==> src/hdl/date_ordered_ledger_table_top_assert.svh <==
// Assertion macros shared by the ledger table modules.
`ifndef DATE_ORDERED_LEDGER_TABLE_TOP_ASSERT_SVH
`define DATE_ORDERED_LEDGER_TABLE_TOP_ASSERT_SVH

// Same-cycle implication, sampled on clk, quiet during rst.
`define DOLT_ASSERT_IMP(lbl, ante, cons) \
  lbl: assert property (@(posedge clk) disable iff (rst) (ante) |-> (cons)) \
    else $error("ledger table assertion failed");

// Next-cycle implication, sampled on clk, quiet during rst.
`define DOLT_ASSERT_NXT(lbl, ante, cons) \
  lbl: assert property (@(posedge clk) disable iff (rst) (ante) |=> (cons)) \
    else $error("ledger table assertion failed");

`endif

==> src/hdl/dolt_pkg.sv <==
// Shared types, widths and codes of the date-ordered ledger table.
package dolt_pkg;

  localparam int DEPTH_DEF = 32;

  localparam int YEAR_W   = 12;
  localparam int MONTH_W  = 4;
  localparam int DAY_W    = 5;
  localparam int AMOUNT_W = 30;
  localparam int INDEX_W  = 6;
  localparam int OPEN_W   = 32;
  localparam int BAL_W    = 40;
  localparam int STATUS_W = 2;

  localparam logic OP_INSERT = 1'b0;
  localparam logic OP_REMOVE = 1'b1;

  localparam logic [STATUS_W-1:0] ST_ROW    = 2'd0;
  localparam logic [STATUS_W-1:0] ST_FULL   = 2'd1;
  localparam logic [STATUS_W-1:0] ST_BADIDX = 2'd2;
  localparam logic [STATUS_W-1:0] ST_EMPTY  = 2'd3;

  typedef struct packed {
    logic [YEAR_W-1:0]   year;
    logic [MONTH_W-1:0]  month;
    logic [DAY_W-1:0]    day;
    logic                credit;
    logic [AMOUNT_W-1:0] amount;
  } entry_t;

  // Commands from the controller to the datapath.
  typedef struct packed {
    logic                load;
    logic                rd_prev;
    logic                shift_down;
    logic                put_new;
    logic                rd_next;
    logic                shift_up;
    logic                dec_cnt;
    logic                emit_init;
    logic                emit_rd;
    logic                single;
    logic [STATUS_W-1:0] single_status;
  } cmd_t;

  // Status from the datapath to the controller.
  typedef struct packed {
    logic is_remove;
    logic full;
    logic bad_idx;
    logic ptr_zero;
    logic rem_end;
    logic after;
    logic cnt_one;
    logic emit_end;
  } sts_t;

endpackage

==> src/hdl/dolt_ctrl.sv <==
// Sequencing state machine of the ledger table.
`include "date_ordered_ledger_table_top_assert.svh"

module dolt_ctrl (
  input  logic          clk,
  input  logic          rst,
  input  logic          start,
  output logic          busy,
  input  dolt_pkg::sts_t sts,
  output dolt_pkg::cmd_t cmd
);
  import dolt_pkg::*;

  typedef enum logic [9:0] {
    S_IDLE      = 10'b0000000001,
    S_CHECK     = 10'b0000000010,
    S_INS_RD    = 10'b0000000100,
    S_INS_CMP   = 10'b0000001000,
    S_INS_PUT   = 10'b0000010000,
    S_REM_RD    = 10'b0000100000,
    S_REM_WR    = 10'b0001000000,
    S_REM_DONE  = 10'b0010000000,
    S_EMIT_INIT = 10'b0100000000,
    S_EMIT      = 10'b1000000000
  } state_t;

  state_t state, state_next;

  assign busy = (state != S_IDLE);

  always_comb begin
    state_next = state;
    cmd = '0;
    case (state)
      S_IDLE: begin
        if (start) begin
          cmd.load = 1'b1;
          state_next = S_CHECK;
        end
      end
      S_CHECK: begin
        if (!sts.is_remove && sts.full) begin
          cmd.single = 1'b1;
          cmd.single_status = ST_FULL;
          state_next = S_IDLE;
        end else if (sts.is_remove && sts.bad_idx) begin
          cmd.single = 1'b1;
          cmd.single_status = ST_BADIDX;
          state_next = S_IDLE;
        end else if (sts.is_remove) begin
          state_next = S_REM_RD;
        end else begin
          state_next = S_INS_RD;
        end
      end
      S_INS_RD: begin
        if (sts.ptr_zero) begin
          state_next = S_INS_PUT;
        end else begin
          cmd.rd_prev = 1'b1;
          state_next = S_INS_CMP;
        end
      end
      S_INS_CMP: begin
        if (sts.after) begin
          cmd.shift_down = 1'b1;
          state_next = S_INS_RD;
        end else begin
          state_next = S_INS_PUT;
        end
      end
      S_INS_PUT: begin
        cmd.put_new = 1'b1;
        state_next = S_EMIT_INIT;
      end
      S_REM_RD: begin
        if (sts.rem_end) begin
          state_next = S_REM_DONE;
        end else begin
          cmd.rd_next = 1'b1;
          state_next = S_REM_WR;
        end
      end
      S_REM_WR: begin
        cmd.shift_up = 1'b1;
        state_next = S_REM_RD;
      end
      S_REM_DONE: begin
        cmd.dec_cnt = 1'b1;
        if (sts.cnt_one) begin
          cmd.single = 1'b1;
          cmd.single_status = ST_EMPTY;
          state_next = S_IDLE;
        end else begin
          state_next = S_EMIT_INIT;
        end
      end
      S_EMIT_INIT: begin
        cmd.emit_init = 1'b1;
        state_next = S_EMIT;
      end
      S_EMIT: begin
        if (sts.emit_end) begin
          state_next = S_IDLE;
        end else begin
          cmd.emit_rd = 1'b1;
        end
      end
      default: begin
        state_next = S_IDLE;
      end
    endcase
  end

  always_ff @(posedge clk) begin
    if (rst) begin
      state <= S_IDLE;
    end else begin
      state <= state_next;
    end
  end

  `DOLT_ASSERT_NXT(a_accept_busy, start && !busy, busy)
  `DOLT_ASSERT_IMP(a_one_mem_cmd, busy, $onehot0({cmd.rd_prev, cmd.rd_next, cmd.emit_rd}))
  `DOLT_ASSERT_IMP(a_idle_quiet, !busy, !(cmd.put_new || cmd.shift_down || cmd.shift_up))

endmodule

==> src/hdl/dolt_dpath.sv <==
// Entry memory, pointers, balance accumulator and result register.
`include "date_ordered_ledger_table_top_assert.svh"

module dolt_dpath #(
  parameter int DEPTH = dolt_pkg::DEPTH_DEF
) (
  input  logic                                 clk,
  input  logic                                 rst,
  input  dolt_pkg::cmd_t                       cmd,
  output dolt_pkg::sts_t                       sts,
  input  logic                                 cfg_we,
  input  logic [dolt_pkg::OPEN_W-1:0]          cfg_data,
  input  logic                                 opcode,
  input  logic [dolt_pkg::YEAR_W-1:0]          entry_year,
  input  logic [dolt_pkg::MONTH_W-1:0]         entry_month,
  input  logic [dolt_pkg::DAY_W-1:0]           entry_day,
  input  logic                                 is_credit,
  input  logic [dolt_pkg::AMOUNT_W-1:0]        amount,
  input  logic [dolt_pkg::INDEX_W-1:0]         remove_index,
  output logic                                 result_valid,
  output logic [dolt_pkg::STATUS_W-1:0]        status,
  output logic [dolt_pkg::INDEX_W-1:0]         position,
  output logic [dolt_pkg::YEAR_W-1:0]          row_year,
  output logic [dolt_pkg::MONTH_W-1:0]         row_month,
  output logic [dolt_pkg::DAY_W-1:0]           row_day,
  output logic                                 row_is_credit,
  output logic [dolt_pkg::AMOUNT_W-1:0]        row_amount,
  output logic signed [dolt_pkg::BAL_W-1:0]    running_balance,
  output logic                                 last
);
  import dolt_pkg::*;

  localparam int CW = $clog2(DEPTH + 1);
  localparam int IW = (DEPTH > 1) ? $clog2(DEPTH) : 1;

  entry_t mem [DEPTH];
  entry_t rdata;
  entry_t nr;
  entry_t wdata;

  logic                      op;
  logic [INDEX_W-1:0]        idx;
  logic [CW-1:0]             cnt;
  logic [CW-1:0]             ptr;
  logic [CW-1:0]             ptr_dec;
  logic [CW-1:0]             ptr_inc;
  logic                      rvalid;
  logic [IW-1:0]             rpos;
  logic signed [OPEN_W-1:0]  opening;
  logic signed [BAL_W-1:0]   bal;
  logic signed [BAL_W-1:0]   bal_next;
  logic                      wr_en;
  logic                      rd_en;
  logic [IW-1:0]             rd_addr;
  logic [IW-1:0]             wr_addr;

  assign ptr_dec = ptr - CW'(1);
  assign ptr_inc = ptr + CW'(1);

  assign wr_en   = cmd.shift_down || cmd.put_new || cmd.shift_up;
  assign wr_addr = ptr[IW-1:0];
  assign wdata   = cmd.put_new ? nr : rdata;
  assign rd_en   = cmd.rd_prev || cmd.rd_next || cmd.emit_rd;

  always_comb begin
    if (cmd.rd_prev) begin
      rd_addr = ptr_dec[IW-1:0];
    end else if (cmd.rd_next) begin
      rd_addr = ptr_inc[IW-1:0];
    end else begin
      rd_addr = ptr[IW-1:0];
    end
  end

  always_ff @(posedge clk) begin
    if (wr_en) begin
      mem[wr_addr] <= wdata;
    end
  end

  always_ff @(posedge clk) begin
    if (rd_en) begin
      rdata <= mem[rd_addr];
    end
  end

  // Status back to the controller.
  always_comb begin
    sts.is_remove = (op == OP_REMOVE);
    sts.full      = (cnt == CW'(DEPTH));
    sts.bad_idx   = (8'(idx) >= 8'(cnt));
    sts.ptr_zero  = (ptr == '0);
    sts.rem_end   = (ptr_inc >= cnt);
    sts.after     = ({rdata.year, rdata.month, rdata.day} > {nr.year, nr.month, nr.day});
    sts.cnt_one   = (cnt == CW'(1));
    sts.emit_end  = (ptr == cnt);
  end

  // Item latch and pointer.
  always_ff @(posedge clk) begin
    if (cmd.load) begin
      op        <= opcode;
      idx       <= remove_index;
      nr.year   <= entry_year;
      nr.month  <= entry_month;
      nr.day    <= entry_day;
      nr.credit <= is_credit;
      nr.amount <= amount;
    end
  end

  always_ff @(posedge clk) begin
    if (cmd.load) begin
      ptr <= (opcode == OP_REMOVE) ? CW'(remove_index) : cnt;
    end else if (cmd.shift_down) begin
      ptr <= ptr_dec;
    end else if (cmd.shift_up || cmd.emit_rd) begin
      ptr <= ptr_inc;
    end else if (cmd.emit_init) begin
      ptr <= '0;
    end
  end

  always_ff @(posedge clk) begin
    if (rst) begin
      cnt <= '0;
    end else if (cmd.put_new) begin
      cnt <= cnt + CW'(1);
    end else if (cmd.dec_cnt) begin
      cnt <= cnt - CW'(1);
    end
  end

  always_ff @(posedge clk) begin
    if (rst) begin
      opening <= '0;
    end else if (cfg_we) begin
      opening <= cfg_data;
    end
  end

  always_ff @(posedge clk) begin
    if (rst) begin
      rvalid <= 1'b0;
    end else begin
      rvalid <= cmd.emit_rd;
    end
  end

  always_ff @(posedge clk) begin
    if (cmd.emit_rd) begin
      rpos <= ptr[IW-1:0];
    end
  end

  always_comb begin
    if (rdata.credit) begin
      bal_next = bal + $signed({{(BAL_W - AMOUNT_W){1'b0}}, rdata.amount});
    end else begin
      bal_next = bal - $signed({{(BAL_W - AMOUNT_W){1'b0}}, rdata.amount});
    end
  end

  always_ff @(posedge clk) begin
    if (cmd.emit_init) begin
      bal <= BAL_W'(opening);
    end else if (rvalid) begin
      bal <= bal_next;
    end
  end

  // Result register, loaded with each table row or status row.
  always_ff @(posedge clk) begin
    if (rst) begin
      result_valid <= 1'b0;
    end else begin
      result_valid <= rvalid || cmd.single;
    end
  end

  always_ff @(posedge clk) begin
    if (rvalid) begin
      status          <= ST_ROW;
      position        <= INDEX_W'(rpos);
      row_year        <= rdata.year;
      row_month       <= rdata.month;
      row_day         <= rdata.day;
      row_is_credit   <= rdata.credit;
      row_amount      <= rdata.amount;
      running_balance <= bal_next;
      last            <= ((CW'(rpos) + CW'(1)) == cnt);
    end else if (cmd.single) begin
      status          <= cmd.single_status;
      position        <= '0;
      row_year        <= '0;
      row_month       <= '0;
      row_day         <= '0;
      row_is_credit   <= 1'b0;
      row_amount      <= '0;
      running_balance <= BAL_W'(opening);
      last            <= 1'b1;
    end
  end

  `DOLT_ASSERT_IMP(a_cnt_range, 1'b1, cnt <= CW'(DEPTH))
  `DOLT_ASSERT_IMP(a_wr_in_range, wr_en, ptr < CW'(DEPTH))
  `DOLT_ASSERT_NXT(a_gap_after_last, result_valid && last, !result_valid)

endmodule

==> src/hdl/date_ordered_ledger_table_top.sv <==
// Top level of the date-ordered ledger table with running balance.
//
// Keeps up to DEPTH ledger entries sorted by year, month and day (stable:
// a new entry lands after stored entries of the same date). An item is
// taken when start is high and busy is low; opcode selects insert or
// remove-by-position. After every item the block streams the whole table,
// one row per clock with result_valid high for that single cycle, each row
// carrying its running balance from opening_balance; last marks the final
// row. The receiver cannot stall, so take every row in the cycle it shows.
// A full table, a bad remove index or a table emptied by a remove gives one
// status row instead. Work runs on the single-port entry memory: an insert
// moves each later-dated entry down a slot before it writes the new one, a
// remove moves each entry above the index up a slot, and busy stays high
// until the last row is read out. Rows follow one per cycle, and the final
// row, like a status row, shows as busy falls. Write opening_balance on the
// cfg channel only while idle; cfg_ready is always high.
module date_ordered_ledger_table_top #(
  parameter int DEPTH = dolt_pkg::DEPTH_DEF
) (
  input  logic                                 clk,
  input  logic                                 rst,
  input  logic                                 start,
  output logic                                 busy,
  input  logic                                 opcode,
  input  logic [dolt_pkg::YEAR_W-1:0]          entry_year,
  input  logic [dolt_pkg::MONTH_W-1:0]         entry_month,
  input  logic [dolt_pkg::DAY_W-1:0]           entry_day,
  input  logic                                 is_credit,
  input  logic [dolt_pkg::AMOUNT_W-1:0]        amount,
  input  logic [dolt_pkg::INDEX_W-1:0]         remove_index,
  input  logic                                 cfg_valid,
  output logic                                 cfg_ready,
  input  logic [dolt_pkg::OPEN_W-1:0]          cfg_data,
  output logic                                 result_valid,
  output logic [dolt_pkg::STATUS_W-1:0]        status,
  output logic [dolt_pkg::INDEX_W-1:0]         position,
  output logic [dolt_pkg::YEAR_W-1:0]          row_year,
  output logic [dolt_pkg::MONTH_W-1:0]         row_month,
  output logic [dolt_pkg::DAY_W-1:0]           row_day,
  output logic                                 row_is_credit,
  output logic [dolt_pkg::AMOUNT_W-1:0]        row_amount,
  output logic signed [dolt_pkg::BAL_W-1:0]    running_balance,
  output logic                                 last
);
  import dolt_pkg::*;

  cmd_t cmd;
  sts_t sts;

  // The opening balance register is always free to take a write.
  assign cfg_ready = 1'b1;

  dolt_ctrl u_ctrl (
    .clk   (clk),
    .rst   (rst),
    .start (start),
    .busy  (busy),
    .sts   (sts),
    .cmd   (cmd)
  );

  dolt_dpath #(
    .DEPTH (DEPTH)
  ) u_dpath (
    .clk             (clk),
    .rst             (rst),
    .cmd             (cmd),
    .sts             (sts),
    .cfg_we          (cfg_valid && cfg_ready),
    .cfg_data        (cfg_data),
    .opcode          (opcode),
    .entry_year      (entry_year),
    .entry_month     (entry_month),
    .entry_day       (entry_day),
    .is_credit       (is_credit),
    .amount          (amount),
    .remove_index    (remove_index),
    .result_valid    (result_valid),
    .status          (status),
    .position        (position),
    .row_year        (row_year),
    .row_month       (row_month),
    .row_day         (row_day),
    .row_is_credit   (row_is_credit),
    .row_amount      (row_amount),
    .running_balance (running_balance),
    .last            (last)
  );

endmodule

==> config.mk <==
export PLATFORM = sky130hd
export DESIGN_NAME = date_ordered_ledger_table_top
export DESIGN_NICKNAME = d
export VERILOG_FILES = /design/src/hdl/dolt_pkg.sv /design/src/hdl/dolt_ctrl.sv /design/src/hdl/dolt_dpath.sv /design/src/hdl/date_ordered_ledger_table_top.sv
export VERILOG_INCLUDE_DIRS = /design/src /design/src/hdl
export SDC_FILE = /design/constraint.sdc
export NUM_CORES = 2
export LEC_CHECK = 0
export BUFFER_PORTS_ARGS = -buffer_cell sky130_fd_sc_hd__buf_2
export CORE_ASPECT_RATIO = 2
export CORE_MARGIN = 5
export CORE_UTILIZATION = 50
export DETAILED_ROUTE_END_ITERATION = 8
export PLACE_DENSITY = 0.74
export SLEW_MARGIN = 25
export SYNTH_ARGS = -nofsm -noshare
export SYNTH_HDL_FRONTEND = slang
export SYNTH_HIERARCHICAL = 1
export SYNTH_SLANG_ARGS = --single-unit
==> constraint.sdc <==
create_clock -name clk -period 8.1 [get_ports clk]
set_input_delay 1.62 -clock clk [delete_from_list [all_inputs] [get_ports clk]]
set_output_delay 1.62 -clock clk [all_outputs]
set_load 0.01 [all_outputs]
==> impl_metrics.csv <==
group,metric,value,unit
critical_path,endpoint_kind,"register",
critical_path,path_class,"register to register",
status,status,"finished, final reports clean",
cells_and_area,final_cell_mix,"edfxtp_1 (1924), mux4_2 (415), mux2_2 (215), buf_2 (196), clkbuf_16 (174)",
clock_network,cts_root_buffer,"clkbuf_16",
cells_and_area,final_cell_area,0.08966,mm²
sta,whs,0.5279,ns
route,firstDrtPassIters,7,
cells_and_area,nNetsFinal,4574,
power,leakage,29.51,nW
sta,rsz0062_at_grt,"false",
critical_path,path_cells,"nand3_1 > nor2_1 > xor2_1 > ha_1 > o21ai_0 > nand2b_1 > nor2_1 > o21ai_1 > o21ai_4 > buf_12 > mux4_2 > mux2_2 > o21ai_0 > o21ai_1",
sta,layout_setup_ws,2.086,ns
critical_path,rr_endpoint,"u_dpath/rdata[32]",
clock_network,cts_sinks,1976,
sta,slew_headroom,0.2916,
sta,clock_skew,0.05820,ns
critical_path,critPathMaxFanout,148,
clock_network,hold_buffers,0,
sta,setup_viol,0,
clock_network,cts_resized,0,
critical_path,cp-start-kind,"register",
route,wl_per_cell,29.65,µm
flow_run,drv_cap,0,
critical_path,r2r_setup_slack,2.09,ns
logic_synthesis,syn-cell-area,0.08026,mm²
grt,grt_overflow,0,
place,hpwlAfterDp,112400,µm
sta,fmax,166.3,MHz
worst_hold_path,min_path_type,"register to register",
critical_path,r2r-start,"u_dpath/ptr[2]",
logic_synthesis,yosysSeqAreaShare,0.7329,
logic_synthesis,synth-edff-count,1924,
place,dpl_cell_area,0.08429,mm²
power,p_per_area,227.4,mW/mm²
clock_network,post_cts_buffers,0,
critical_path,setup.worst_path.end,"u_dpath/rdata[32]",
power,power,20.39,mW
cells_and_area,layout_commonest_cell,"edfxtp_1",
critical_path,crit_slowest_cell,"edfxtp_1",
logic_synthesis,ys_warn_count,6,
floorplanning,die_w,293.3,µm
grt,grt-busiest-layer,"met2",
critical_path,worstPathArrival,6.45,ns
route,vias,41080,
sta,worst_pin_slew,1.063,ns
critical_path,critPathBufInv,1,
route,remaining_drc_errors,0,
clock_network,path_clk_slew,0.07,ns
grt,grt_pass1_vias,42180,
place,io_buffers,196,
sta,period_needed,6.014,ns
floorplanning,ios,199,
logic_synthesis,synth_cells,4148,
floorplanning,fp-row-count,208,
clock_network,cts_made_buffers,169,
cells_and_area,synthToLayoutAreaGrowth,11.71,%
logic_synthesis,ys_types,80,
grt,use_met3,0.02973,
cells_and_area,instances_no_fill,6620,
critical_path,crit_family,"compound AO/OA/AOI/OAI gates",
power,ir_drop,136.2,µV
grt,grt_antenna_before_repair,9,
floorplanning,fp.dieArea,0.1691,mm²
cells_and_area,fin_util,0.5602,
sta,fin_crit_sh,0.7425,
route,drt_iter0_drc,4370,
route,routed_wl,196300,µm
place,dpl.cell_count,6319,
floorplanning,start_util,0.5014,
logic_synthesis,ys_ff_latch,1976,
critical_path,cp.depth,14,
grt,grt_start_max_net_pins,149,
clock_network,tritoncts,"built",
logic_synthesis,syn-num-nets,4330,
critical_path,cpPeakStageDelay,0.89,ns
grt,grt_pass1_wl,286200,µm
logic_synthesis,ys.flop_type,"edfxtp_1",
clock_network,insertion_delay,0.81,ns
critical_path,cp.required,8.54,ns
floorplanning,fp.dieH,576.6,µm
critical_path,startpoint,"u_dpath/ptr[2]",
sta,final_max_slew_viol_count,0,
logic_synthesis,async_flop_share,0,
route,antenna_left,0,
place,pre_cts_slack,2.206,ns
cells_and_area,drive_gt1_frac,0.2728,
critical_path,r2r_cells,14,
clock_network,clock_path_buffers,4,
grt,met1_usage,0.2891,
grt,track_usage,0.2290,
sta,finalHoldViolCount,0,
logic_synthesis,postSynthAreaPerCell,19.35,µm²
route,vias_per_cell,6.206,
place,routabilityCongestion,0.9347,
floorplanning,coreArea,0.1601,mm²
grt,grt_use_met2,0.4062,
cells_and_area,fill_cells,11670,
sta,setup_tns,0,ns
clock_network,cts_htree_levels,4,
==> Yosys cell counts (11+ instances only) <==
cell type | number | area (µm²)
o21ai_1 | 62 | 310.3
a31oi_1 | 11 | 68.82
ha_1 | 86 | 1076
o21ai_0 | 93 | 465.5
xnor2_1 | 44 | 385.4
nor3_1 | 33 | 165.2
a21o_1 | 34 | 255.2
o211ai_1 | 56 | 420.4
xor2_1 | 48 | 420.4
nand2b_1 | 13 | 81.33
dfxtp_1 | 52 | 1041
buf_1 | 41 | 153.9
mux2_2 | 215 | 2421
buf_2 | 58 | 290.3
nand2_1 | 171 | 641.9
mux2i_1 | 146 | 1461
clkbuf_1 | 116 | 435.4
a21oi_1 | 85 | 425.4
and2_1 | 55 | 344.1
nor2b_1 | 17 | 106.4
edfxtp_1 | 1924 | 57780
inv_1 | 56 | 210.2
nor2_1 | 134 | 503.0
nand4_1 | 24 | 150.1
mux4_2 | 415 | 9346
nand3_1 | 17 | 85.08
==> registers in the layout, indices dropped and copies added (netlist names), 2 cells and up <==
signal / count
u_ctrl/state: 10
u_dpath/bal: 40
u_dpath/cnt: 6
u_dpath/idx: 6
u_dpath/mem: 1664
u_dpath/nr: 52
u_dpath/opening: 32
u_dpath/position: 5
u_dpath/ptr: 6
u_dpath/rdata: 52
u_dpath/row_amount: 30
u_dpath/row_day: 5
u_dpath/row_month: 4
u_dpath/row_year: 12
u_dpath/rpos: 5
u_dpath/running_balance: 40
u_dpath/status: 2
==> report_power, final <==
part / switching [mW] / internal [mW] / total [mW]
clock network: 3.59 / 4.31 / 7.90
logic: 0.707 / 0.616 / 1.32
registers: 0.0427 / 11.1 / 11.2
total: 4.34 / 16.0 / 20.4
==> worst register-to-register path, stage by stage, from the launching register on <==
cell and delay (ns):
edfxtp_1 0.89, nand3_1 0.58, nor2_1 0.26, xor2_1 0.22, ha_1 0.26, o21ai_0 0.07
nand2b_1 0.10, nor2_1 0.34, o21ai_1 0.21, o21ai_4 0.59, buf_12 0.65, mux4_2 0.69
mux2_2 0.27, o21ai_0 0.27, o21ai_1 0.28
==> cell families after synthesis <==
family | after synthesis | share of synthesized area
AO/OA/AOI/OAI | 399 | 0.03081
buffers and inverters | 284 | 0.01484
other | 2 | 0.00009358
XOR/XNOR | 93 | 0.01024
AND/OR/NAND/NOR | 528 | 0.03224
adder cells (fa/ha/maj) | 87 | 0.01366
multiplexers | 779 | 0.1653
flip-flops | 1976 | 0.7329
==> how the worst min path moves through the flow <==
stage / start / to / slack, ns / cells past startpoint
final: u_dpath/opening[15] / u_dpath/opening[15] / 0.53 / 2
after global routing: u_dpath/opening[11] / u_dpath/opening[11] / 0.55 / 2
after CTS: u_dpath/opening[15] / u_dpath/opening[15] / 0.53 / 2
after detailed placement: u_dpath/opening[11] / u_dpath/opening[11] / 0.51 / 2
after global placement: u_dpath/opening[19] / u_dpath/opening[19] / 0.50 / 2
after floorplan: u_dpath/ptr[2] / u_dpath/rpos[2] / 0.42 / 0
==> metal layers <==
metal  wire length (µm)  part of all wire  vias up
met5                 26           0.00013        -
met4               8388             0.043        4
li1                   -                 -    17220
met1              70690              0.36    21430
met2             102800              0.52     1989
met3              14360             0.073      435
==> area by class of cell <==
class	count	area, µm²	share of cell area
Antenna cell	4	10.01	0.0001116
Tap cell	2100	2628	0.02931
Clock inverter	87	726.9	0.008108
Timing Repair Buffer	298	2095	0.02336
Clock buffer	208	4562	0.05088
Inverter	59	221.5	0.002470
Multi-Input combinational cell	1888	20590	0.2297
Sequential cell	1976	58820	0.6561
Note: power is estimated with default switching activity, not from simulation.
